## src/design/thm_pkg.sv

```systemverilog
`timescale 1ns / 1ps
`default_nettype none

package thm_pkg;

  // Action codes carried by an input item.
  localparam logic [2:0] ACT_REGISTER  = 3'd0;
  localparam logic [2:0] ACT_HEARTBEAT = 3'd1;
  localparam logic [2:0] ACT_CHECK     = 3'd2;
  localparam logic [2:0] ACT_ERROR     = 3'd3;
  localparam logic [2:0] ACT_WARNING   = 3'd4;

  // Configuration register indexes.
  localparam int unsigned CFG_IDX_W = 3;
  localparam logic [CFG_IDX_W-1:0] CFG_TEMP_LO  = 3'd0;
  localparam logic [CFG_IDX_W-1:0] CFG_TEMP_HI  = 3'd1;
  localparam logic [CFG_IDX_W-1:0] CFG_VOLT_LO  = 3'd2;
  localparam logic [CFG_IDX_W-1:0] CFG_VOLT_HI  = 3'd3;
  localparam logic [CFG_IDX_W-1:0] CFG_CPU_LIM  = 3'd4;
  localparam logic [CFG_IDX_W-1:0] CFG_STACK_LIM = 3'd5;

  // Reset values of the limit registers.
  localparam logic signed [7:0] TEMP_LO_RST  = -8'sd20;
  localparam logic signed [7:0] TEMP_HI_RST  = 8'sd60;
  localparam logic [15:0]       VOLT_LO_RST  = 16'd3300;
  localparam logic [15:0]       VOLT_HI_RST  = 16'd4200;
  localparam logic [6:0]        CPU_LIM_RST  = 7'd80;
  localparam logic [31:0]       STACK_LIM_RST = 32'd512;

  // Status codes.
  localparam logic [1:0] STAT_OK   = 2'd0;
  localparam logic [1:0] STAT_WARN = 2'd1;
  localparam logic [1:0] STAT_CRIT = 2'd2;

  // Width of the alive mask and of the addressable slot range.
  localparam int unsigned MASK_W = 16;
  // Number of subsystems that the 3-bit field can address.
  localparam int unsigned SUB_ADDR_N = 8;

  typedef enum logic [1:0] {
    ST_IDLE,
    ST_APPLY,
    ST_SCAN,
    ST_RESP
  } state_e;

  typedef struct packed {
    logic [2:0]         action;
    logic [3:0]         task_slot;
    logic [2:0]         subsystem;
    logic [31:0]        beat_timeout;
    logic [31:0]        now_ms;
    logic signed [7:0]  temp_reading;
    logic [15:0]        supply_level;
    logic [6:0]         cpu_load_pct;
    logic [31:0]        free_stack_bytes;
  } item_t;

  typedef struct packed {
    logic [1:0]  overall_status;
    logic [15:0] alive_mask;
    logic [31:0] subsystem_errors;
    logic [31:0] total_errors;
    logic [31:0] total_warnings;
    logic        watchdog_kick;
  } result_t;

  // Write strobes from the controller to one slot cell.
  typedef struct packed {
    logic load;
    logic beat;
  } cell_wr_t;

  // Scan token and accumulated expiry flag passed from cell to cell.
  typedef struct packed {
    logic tok;
    logic crit;
  } scan_link_t;

endpackage

`default_nettype wire

```

## src/design/thm_cell.sv

```systemverilog
`timescale 1ns / 1ps
`default_nettype none

// One task slot. It holds the slot's flags, timeout and last heartbeat time,
// and checks its own expiry when the scan token passes through.
module thm_cell (
  input  wire logic                 clk_i,
  input  wire logic                 rst_ni,
  input  wire thm_pkg::cell_wr_t    wr_i,
  input  wire logic [31:0]          timeout_i,
  input  wire logic [31:0]          now_i,
  input  wire thm_pkg::scan_link_t  link_i,
  output thm_pkg::scan_link_t       link_o,
  output logic                      alive_o
);

  logic        registered_q;
  logic        alive_q;
  logic [31:0] timeout_q;
  logic [31:0] last_q;
  logic [31:0] elapsed;
  logic        expire;
  logic        beat_ok;
  thm_pkg::scan_link_t link_q;

  // Modular elapsed time against this slot's timeout.
  assign elapsed = now_i - last_q;
  assign expire  = link_i.tok & registered_q & (elapsed > timeout_q);
  assign beat_ok = wr_i.beat & registered_q;

  // Flags of the slot.
  always_ff @(posedge clk_i or negedge rst_ni) begin
    if (!rst_ni) begin
      registered_q <= 1'b0;
      alive_q      <= 1'b0;
    end else if (wr_i.load) begin
      registered_q <= 1'b1;
      alive_q      <= 1'b1;
    end else if (beat_ok) begin
      alive_q <= 1'b1;
    end else if (expire) begin
      alive_q <= 1'b0;
    end
  end

  // Timeout and heartbeat time; they are read only once the slot is registered.
  always_ff @(posedge clk_i) begin
    if (wr_i.load) begin
      timeout_q <= timeout_i;
      last_q    <= now_i;
    end else if (beat_ok) begin
      last_q <= now_i;
    end
  end

  // Hand the token and the running expiry flag to the next cell.
  always_ff @(posedge clk_i or negedge rst_ni) begin
    if (!rst_ni) begin
      link_q <= '0;
    end else begin
      link_q.tok  <= link_i.tok;
      link_q.crit <= link_i.crit | expire;
    end
  end

  assign link_o  = link_q;
  assign alive_o = alive_q;

endmodule

`default_nettype wire

```

## src/design/task_heartbeat_health_monitor.sv

```systemverilog
// Task heartbeat health monitor. Items arrive on a valid/ready channel and
// each one gives exactly one result on the output channel; the block works on
// one item at a time. An item passes from the idle state through the apply
// state, a check item then through the scan state, where the scan token
// crosses a row of slot cells, one cell per cycle, and ends in the response
// state, which waits for a free output register. The next item is taken as
// soon as the previous result sits in the output register, even if unread.
// The configuration channel is always ready; the user must write the limit
// registers only while no item is in flight; the block does not enforce it.
`timescale 1ns / 1ps
`default_nettype none

module task_heartbeat_health_monitor #(
  parameter int unsigned TASK_SLOTS = 16,
  parameter int unsigned SUBSYSTEMS = 8
) (
  input  wire logic                              clk_i,
  input  wire logic                              rst_ni,
  input  wire logic                              in_valid_i,
  output logic                                   in_ready_o,
  input  wire thm_pkg::item_t                    in_data_i,
  output logic                                   out_valid_o,
  input  wire logic                              out_ready_i,
  output thm_pkg::result_t                       out_data_o,
  input  wire logic                              cfg_valid_i,
  output logic                                   cfg_ready_o,
  input  wire logic [thm_pkg::CFG_IDX_W-1:0]     cfg_idx_i,
  input  wire logic [31:0]                       cfg_data_i
);

  // Only slots 0 to 15 can be addressed, so no cell exists beyond them.
  localparam int unsigned NCELL = (TASK_SLOTS < thm_pkg::MASK_W) ? TASK_SLOTS
                                                                  : thm_pkg::MASK_W;
  localparam int unsigned SUB_N = (SUBSYSTEMS < thm_pkg::SUB_ADDR_N) ? SUBSYSTEMS
                                                                     : thm_pkg::SUB_ADDR_N;
  localparam int unsigned SUB_W = (SUB_N > 1) ? $clog2(SUB_N) : 1;

  thm_pkg::state_e state_q, state_d;
  thm_pkg::item_t  item_q;
  thm_pkg::result_t out_q, result;
  logic            out_valid_q;

  logic signed [7:0] temp_lo_q, temp_hi_q;
  logic [15:0]       volt_lo_q, volt_hi_q;
  logic [6:0]        cpu_lim_q;
  logic [31:0]       stack_lim_q;

  logic [31:0] err_cnt_q [SUB_N];
  logic [31:0] err_tot_q;
  logic [31:0] warn_tot_q;
  logic [1:0]  status_q;

  logic in_take, apply_en, scan_start, resp_load, out_free, scan_done;
  logic sub_ok;
  logic [SUB_W-1:0] sub_idx;
  logic temp_bad, volt_bad, cpu_bad, stack_bad;
  logic [1:0] status_new;
  logic [thm_pkg::MASK_W-1:0] alive_mask;

  thm_pkg::cell_wr_t   cell_wr [NCELL];
  thm_pkg::scan_link_t links [NCELL+1];
  logic [NCELL-1:0]    cell_alive;

  // Handshakes.
  assign cfg_ready_o = 1'b1;
  assign in_take     = in_valid_i & in_ready_o;
  assign out_free    = ~out_valid_q | out_ready_i;
  assign scan_done   = links[NCELL].tok;

  // Controller next state.
  always_comb begin
    state_d = state_q;
    unique case (state_q)
      thm_pkg::ST_IDLE: begin
        if (in_valid_i) state_d = thm_pkg::ST_APPLY;
      end
      thm_pkg::ST_APPLY: begin
        state_d = (item_q.action == thm_pkg::ACT_CHECK) ? thm_pkg::ST_SCAN
                                                        : thm_pkg::ST_RESP;
      end
      thm_pkg::ST_SCAN: begin
        if (scan_done) state_d = thm_pkg::ST_RESP;
      end
      thm_pkg::ST_RESP: begin
        if (out_free) state_d = thm_pkg::ST_IDLE;
      end
      default: state_d = thm_pkg::ST_IDLE;
    endcase
  end

  // Controller outputs.
  always_comb begin
    in_ready_o = 1'b0;
    apply_en   = 1'b0;
    scan_start = 1'b0;
    resp_load  = 1'b0;
    unique case (state_q)
      thm_pkg::ST_IDLE:  in_ready_o = 1'b1;
      thm_pkg::ST_APPLY: begin
        apply_en   = 1'b1;
        scan_start = (item_q.action == thm_pkg::ACT_CHECK);
      end
      thm_pkg::ST_SCAN:  ;
      thm_pkg::ST_RESP:  resp_load = out_free;
      default: ;
    endcase
  end

  always_ff @(posedge clk_i or negedge rst_ni) begin
    if (!rst_ni) begin
      state_q <= thm_pkg::ST_IDLE;
    end else begin
      state_q <= state_d;
    end
  end

  // Item register.
  always_ff @(posedge clk_i) begin
    if (in_take) begin
      item_q <= in_data_i;
    end
  end

  // Limit registers.
  always_ff @(posedge clk_i or negedge rst_ni) begin
    if (!rst_ni) begin
      temp_lo_q   <= thm_pkg::TEMP_LO_RST;
      temp_hi_q   <= thm_pkg::TEMP_HI_RST;
      volt_lo_q   <= thm_pkg::VOLT_LO_RST;
      volt_hi_q   <= thm_pkg::VOLT_HI_RST;
      cpu_lim_q   <= thm_pkg::CPU_LIM_RST;
      stack_lim_q <= thm_pkg::STACK_LIM_RST;
    end else if (cfg_valid_i && cfg_ready_o) begin
      unique case (cfg_idx_i)
        thm_pkg::CFG_TEMP_LO:   temp_lo_q   <= $signed(cfg_data_i[7:0]);
        thm_pkg::CFG_TEMP_HI:   temp_hi_q   <= $signed(cfg_data_i[7:0]);
        thm_pkg::CFG_VOLT_LO:   volt_lo_q   <= cfg_data_i[15:0];
        thm_pkg::CFG_VOLT_HI:   volt_hi_q   <= cfg_data_i[15:0];
        thm_pkg::CFG_CPU_LIM:   cpu_lim_q   <= cfg_data_i[6:0];
        thm_pkg::CFG_STACK_LIM: stack_lim_q <= cfg_data_i;
        default: ;
      endcase
    end
  end

  // Row of slot cells; the token enters the first cell when a check starts.
  assign links[0].tok  = scan_start;
  assign links[0].crit = 1'b0;

  for (genvar i = 0; i < NCELL; i++) begin : g_cell
    assign cell_wr[i].load = apply_en & (item_q.action == thm_pkg::ACT_REGISTER)
                             & (32'(item_q.task_slot) == i);
    assign cell_wr[i].beat = apply_en & (item_q.action == thm_pkg::ACT_HEARTBEAT)
                             & (32'(item_q.task_slot) == i);

    thm_cell u_cell (
      .clk_i     (clk_i),
      .rst_ni    (rst_ni),
      .wr_i      (cell_wr[i]),
      .timeout_i (item_q.beat_timeout),
      .now_i     (item_q.now_ms),
      .link_i    (links[i]),
      .link_o    (links[i+1]),
      .alive_o   (cell_alive[i])
    );
  end

  // Alive mask, with slots that have no cell reading as not alive.
  always_comb begin
    alive_mask = '0;
    for (int unsigned i = 0; i < NCELL; i++) begin
      alive_mask[i] = cell_alive[i];
    end
  end

  // Sensor rules, applied when the scan token leaves the last cell.
  assign temp_bad  = (item_q.temp_reading < temp_lo_q) ||
                     (item_q.temp_reading > temp_hi_q);
  assign volt_bad  = (item_q.supply_level < volt_lo_q) ||
                     (item_q.supply_level > volt_hi_q);
  assign cpu_bad   = item_q.cpu_load_pct > cpu_lim_q;
  assign stack_bad = item_q.free_stack_bytes < stack_lim_q;

  always_comb begin
    priority if (links[NCELL].crit || volt_bad) begin
      status_new = thm_pkg::STAT_CRIT;
    end else if (temp_bad || cpu_bad || stack_bad) begin
      status_new = thm_pkg::STAT_WARN;
    end else begin
      status_new = thm_pkg::STAT_OK;
    end
  end

  // Subsystem addressing.
  assign sub_ok  = 32'(item_q.subsystem) < SUB_N;
  assign sub_idx = item_q.subsystem[SUB_W-1:0];

  // Counters and status.
  always_ff @(posedge clk_i or negedge rst_ni) begin
    if (!rst_ni) begin
      for (int unsigned i = 0; i < SUB_N; i++) begin
        err_cnt_q[i] <= '0;
      end
      err_tot_q  <= '0;
      warn_tot_q <= '0;
      status_q   <= thm_pkg::STAT_OK;
    end else begin
      if (apply_en && sub_ok && item_q.action == thm_pkg::ACT_ERROR) begin
        err_cnt_q[sub_idx] <= err_cnt_q[sub_idx] + 32'd1;
        err_tot_q          <= err_tot_q + 32'd1;
      end
      if (apply_en && sub_ok && item_q.action == thm_pkg::ACT_WARNING) begin
        warn_tot_q <= warn_tot_q + 32'd1;
      end
      if (state_q == thm_pkg::ST_SCAN && scan_done) begin
        status_q <= status_new;
      end
    end
  end

  // Result of the item, formed once all of its updates are done.
  always_comb begin
    result.overall_status   = status_q;
    result.alive_mask       = alive_mask;
    result.subsystem_errors = sub_ok ? err_cnt_q[sub_idx] : 32'd0;
    result.total_errors     = err_tot_q;
    result.total_warnings   = warn_tot_q;
    result.watchdog_kick    = (item_q.action == thm_pkg::ACT_CHECK);
  end

  // Output register.
  always_ff @(posedge clk_i or negedge rst_ni) begin
    if (!rst_ni) begin
      out_valid_q <= 1'b0;
    end else if (resp_load) begin
      out_valid_q <= 1'b1;
    end else if (out_ready_i) begin
      out_valid_q <= 1'b0;
    end
  end

  always_ff @(posedge clk_i) begin
    if (resp_load) begin
      out_q <= result;
    end
  end

  assign out_valid_o = out_valid_q;
  assign out_data_o  = out_q;

endmodule

`default_nettype wire

```

## config.mk

```make
export PLATFORM = sky130hd
export DESIGN_NAME = task_heartbeat_health_monitor
export DESIGN_NICKNAME = d
export VERILOG_FILES = /design/src/design/thm_pkg.sv /design/src/design/thm_cell.sv /design/src/design/task_heartbeat_health_monitor.sv
export SDC_FILE = /design/constraint.sdc
export NUM_CORES = 2
export LEC_CHECK = 0
export BUFFER_PORTS_ARGS = -buffer_cell sky130_fd_sc_hd__buf_2
export CORE_MARGIN = 2
export CORE_UTILIZATION = 59
export DETAILED_ROUTE_END_ITERATION = 12
export PLACE_DENSITY_LB_ADDON = 0.1
export SLEW_MARGIN = 20
export SYNTH_ARGS = -nofsm -noshare
export SYNTH_HDL_FRONTEND = slang
export SYNTH_SLANG_ARGS = --single-unit
export TNS_END_PERCENT = 100
```

## constraint.sdc

```tcl
create_clock -name clk_i -period 10 [get_ports clk_i]
set_input_delay 0.5 -clock clk_i [delete_from_list [all_inputs] [get_ports clk_i]]
set_output_delay 0.5 -clock clk_i [all_outputs]
set_load 0.02 [all_outputs]
```

==> results.toml <==
[logic_synthesis]
synthArstFlopShare_pct = 27.2
yosysWarnings = 0
synth_area_per_cell_um2 = 11.7
synth.distinct_cells = 111
synth_edf_count = 1276
syn-cell-area_um2 = 98900
synth-seq-area-share_pct = 50.8
synthFlopType = "edfxtp_1"
synth_seq_cells = 1752
netlist_instances = 8443
syn-num-nets = 9735

[critical_path]
crit_start = "item_q[63]"
path_cells = "buf_4 -> inv_1 -> buf_4 -> ha_1 -> inv_1 -> fa_1 -> a21o_1 -> a31o_2 -> a21oi_1 -> a211o_1 -> a31oi_1 -> o21a_1 -> o21ai_0 -> o31ai_1 -> a21oi_1 -> xnor2_1 -> ha_1 -> nand4_1 -> nor4_1 -> nand3_1 -> nand3_1 -> a21oi_1 -> o21bai_1"
crit_top_cell = "a21oi_1"
r2r-end = "g_cell[0].u_cell.alive_o"
critPathLaunchType = "flip-flop"
critPathRequiredTime_ns = 10.76
crit_fanout = 17
worst-r2r-setup-slack_ns = 4.07
cp-end-kind = "flip-flop"
critPathKind = "reg -> reg"
reg2reg_depth = 23
crit_arrival_ns = 6.68
slowest_stage = "nor4_1"
r2r-start = "item_q[63]"
cp-endpoint = "g_cell[0].u_cell.alive_o"
max_stage_delay_ns = 0.66

[global_routing]
grt_max_degree = 152
grt_usage_pct = 30.1
antenna_found_initial = 30
grt_pass1_wl_um = 390000
grt_pass1_vias = 67000
grt-ovfl-total = 0

[clock_network]
insertion_delay_ns = 0.85
htree_num_levels = 4
clock-sinks = 1752
cts_tree = "built"
clk_pin_slew_ns = 0.06
cts_buffer_depth = 3
cts_root_buffer = "clkbuf_16"
cts_made_buffers = 189
post_cts_buffers = 0

[worst_hold_path]
hold_path.class = "in -> reg"

[die]
dieArea_um2 = 171000
pin_count = 295
std_cell_rows = 150
fp.dieH_um = 413
die_width_um = 413
initial_utilization_pct = 59.3
coreArea_um2 = 167000

[pwr]
total_leakage_power_nw = 51.2
total_power_mw = 22.1
power.density_nw_per_um2 = 197
ir_worst_vdd_uv = 201

[cells_and_area]
drive_gt1_share_pct = 13.5
utilization_pct = 67.1
n_fill_cell = 12400
area_growth_syn_to_layout_pct = 13.3
mostFrequentLayoutCells = "edfxtp_1, inv_1, ha_1"
layout_commonest_cell = "edfxtp_1"
nets = 10500

[drt]
drtAntennaViolNets = 0
via_per_inst = 5.88
routedWlPerCell_um = 22.2
drc_errors = 0
dr.first_iter.drc_count = 5843
wl_um = 257000
vias = 67800
drt-pass1-iter-count = 6

[timing]
tns_ns = 0
hold_viol = 0
slew_viol_final = 0
timing.final.crit_share_pct = 59.3
period_needed_ns = 5.93
relSlewSlack_pct = 26.7
fin_skew_ns = 0.0307
hold_slack_ns = 0.118
setup_viol = 0
fmaxAchievable_mhz = 169
rsz0062_at_grt = "false"
worst_pin_slew_ns = 1.10

[placement]
numPortBuffers = 293
hpwl_um = 174000
routabilityCongestion = 0.934

[run]
maxCapViolCount = 0

[status]
status = "complete, no violations"
-- cell families (layout without fill, tap and decap cells) --
| logic type | count (synthesis) | in the layout | share of synthesized area, % |
|---|---|---|---|
| flip-flops | 1752 | 1752 | 50.8 |
| AO/OA/AOI/OAI | 1838 | 1838 | 12.0 |
| other | 1 | 11 | 0.00379 |
| buffers and inverters | 1292 | 2173 | 5.07 |
| adder cells (fa/ha/maj) | 1115 | 1115 | 14.2 |
| XOR/XNOR | 549 | 549 | 4.95 |
| multiplexers | 393 | 393 | 5.24 |
| AND/OR/NAND/NOR | 1503 | 1503 | 7.71 |
-- Yosys cell counts (18+ instances only) --
cell type	count	share of area [%]
nand2_1	316	1.2
o31ai_1	27	0.21
dfstp_2	22	0.58
nor2_1	383	1.5
mux4_2	50	1.1
o211ai_1	40	0.30
o21ai_0	335	1.7
inv_1	1214	4.6
and2_1	18	0.11
o21bai_1	67	0.51
nor4_1	28	0.18
a221oi_1	27	0.24
edfxtp_1	1276	39
nand2b_1	107	0.68
a221o_1	18	0.18
nand3_1	97	0.49
dfrtp_1	454	11
o21a_1	80	0.61
or2_2	40	0.25
xnor2_1	393	3.5
a211oi_1	35	0.27
nor2b_1	98	0.62
xor2_1	144	1.3
a21oi_1	555	2.8
nor3_1	90	0.46
clkbuf_1	42	0.16
and3_1	55	0.35
nand4_1	190	1.2
mux2_2	303	3.5
a31oi_1	41	0.26
a21o_1	450	3.4
ha_1	1099	14
-- state kept, by name (all words and copies together) (netlist names) --
| name | count |
|---|---|
| g_cell.u_cell.last_q | 512 |
| g_cell.u_cell.timeout_q | 512 |
| err_cnt_q | 256 |
| item_q | 134 |
| out_data_o | 115 |
| err_tot_q | 32 |
| g_cell.u_cell.link_o | 32 |
| stack_lim_q | 32 |
| warn_tot_q | 32 |
| g_cell.u_cell.alive_o | 16 |
| g_cell.u_cell.registered_q | 16 |
| volt_hi_q | 16 |
| volt_lo_q | 16 |
| temp_hi_q | 8 |
| temp_lo_q | 8 |
| cpu_lim_q | 7 |
| sub_idx | 3 |
| state_q | 2 |
| status_q | 2 |
| out_valid_o | 1 |
-- timing repair --
item / 4_1_cts / 5_1_grt
gates resized for setup: 0 / 0
hold buffers: 171 / 0
hold endpoints to repair: 285 / 0
-- routing by layer --
metal  track usage [%]  up-vias  part of all wire, %
met5                 0        -               0.0078
met4              11.7        2                  3.8
met3              3.86      469                  6.8
met2              48.2     2170                   46
met1              41.9    33200                   44
li1                  -    32000                    -
-- layout make-up --
| cell class | instances | area (um2) | share of cell area, % |
|---|---|---|---|
| antenna | 10 | 25.0 | 0.0223 |
| clock buffer | 255 | 5250 | 4.69 |
| clock inverter | 99 | 967 | 0.864 |
| inverter | 1217 | 4570 | 4.08 |
| multi-input combinational | 5399 | 43900 | 39.2 |
| sequential | 1752 | 50300 | 44.9 |
| tap | 2204 | 2760 | 2.46 |
| timing repair buffer | 602 | 4300 | 3.84 |
-- worst max-delay path, delay by kind of cell, from the launching register on --
family	cells	cell delay [ns]
compound gates	11	2.31
simple gates	4	1.34
fa+ha+maj	3	0.94
buf+inv	4	0.75
flops	1	0.35
xor+xnor	1	0.10
-- where the power goes --
part	internal (mW)	leakage, nW	switching, mW
Clock	4.07	3.06	2.96
Combinational	2.43	30.2	3.79
Sequential	8.52	17.9	0.318
-- per-stage QoR --
stage               area [um2]  instances  worst slack [ns]
floorplan                98900       8443              4.59
global placement        104000      11000              4.09
detailed placement      104000      11000              4.03
CTS                     112000      11500              3.97
global route            112000      11500              3.72
finish                  112000      11500              4.07
-- worst min-delay path by stage --
| stage | startpoint | end | slack, ns | cells after the start |
|---|---|---|---|---|
| global placement | g_cell[9].u_cell.link_o[1] | g_cell[10].u_cell.link_o[1] | 0.36 | 0 |
| global route | cfg_idx_i[1] | cpu_lim_q[4] | 0.15 | 4 |
| detailed placement | g_cell[9].u_cell.link_o[1] | g_cell[10].u_cell.link_o[1] | 0.36 | 0 |
| floorplan | rst_ni | cpu_lim_q[0] | 0.20 | 0 |
| finish | cfg_idx_i[1] | cpu_lim_q[6] | 0.12 | 4 |
| CTS | in_valid_i | state_q[0] | 0.07 | 5 |
(Power assumes the default switching activity.)
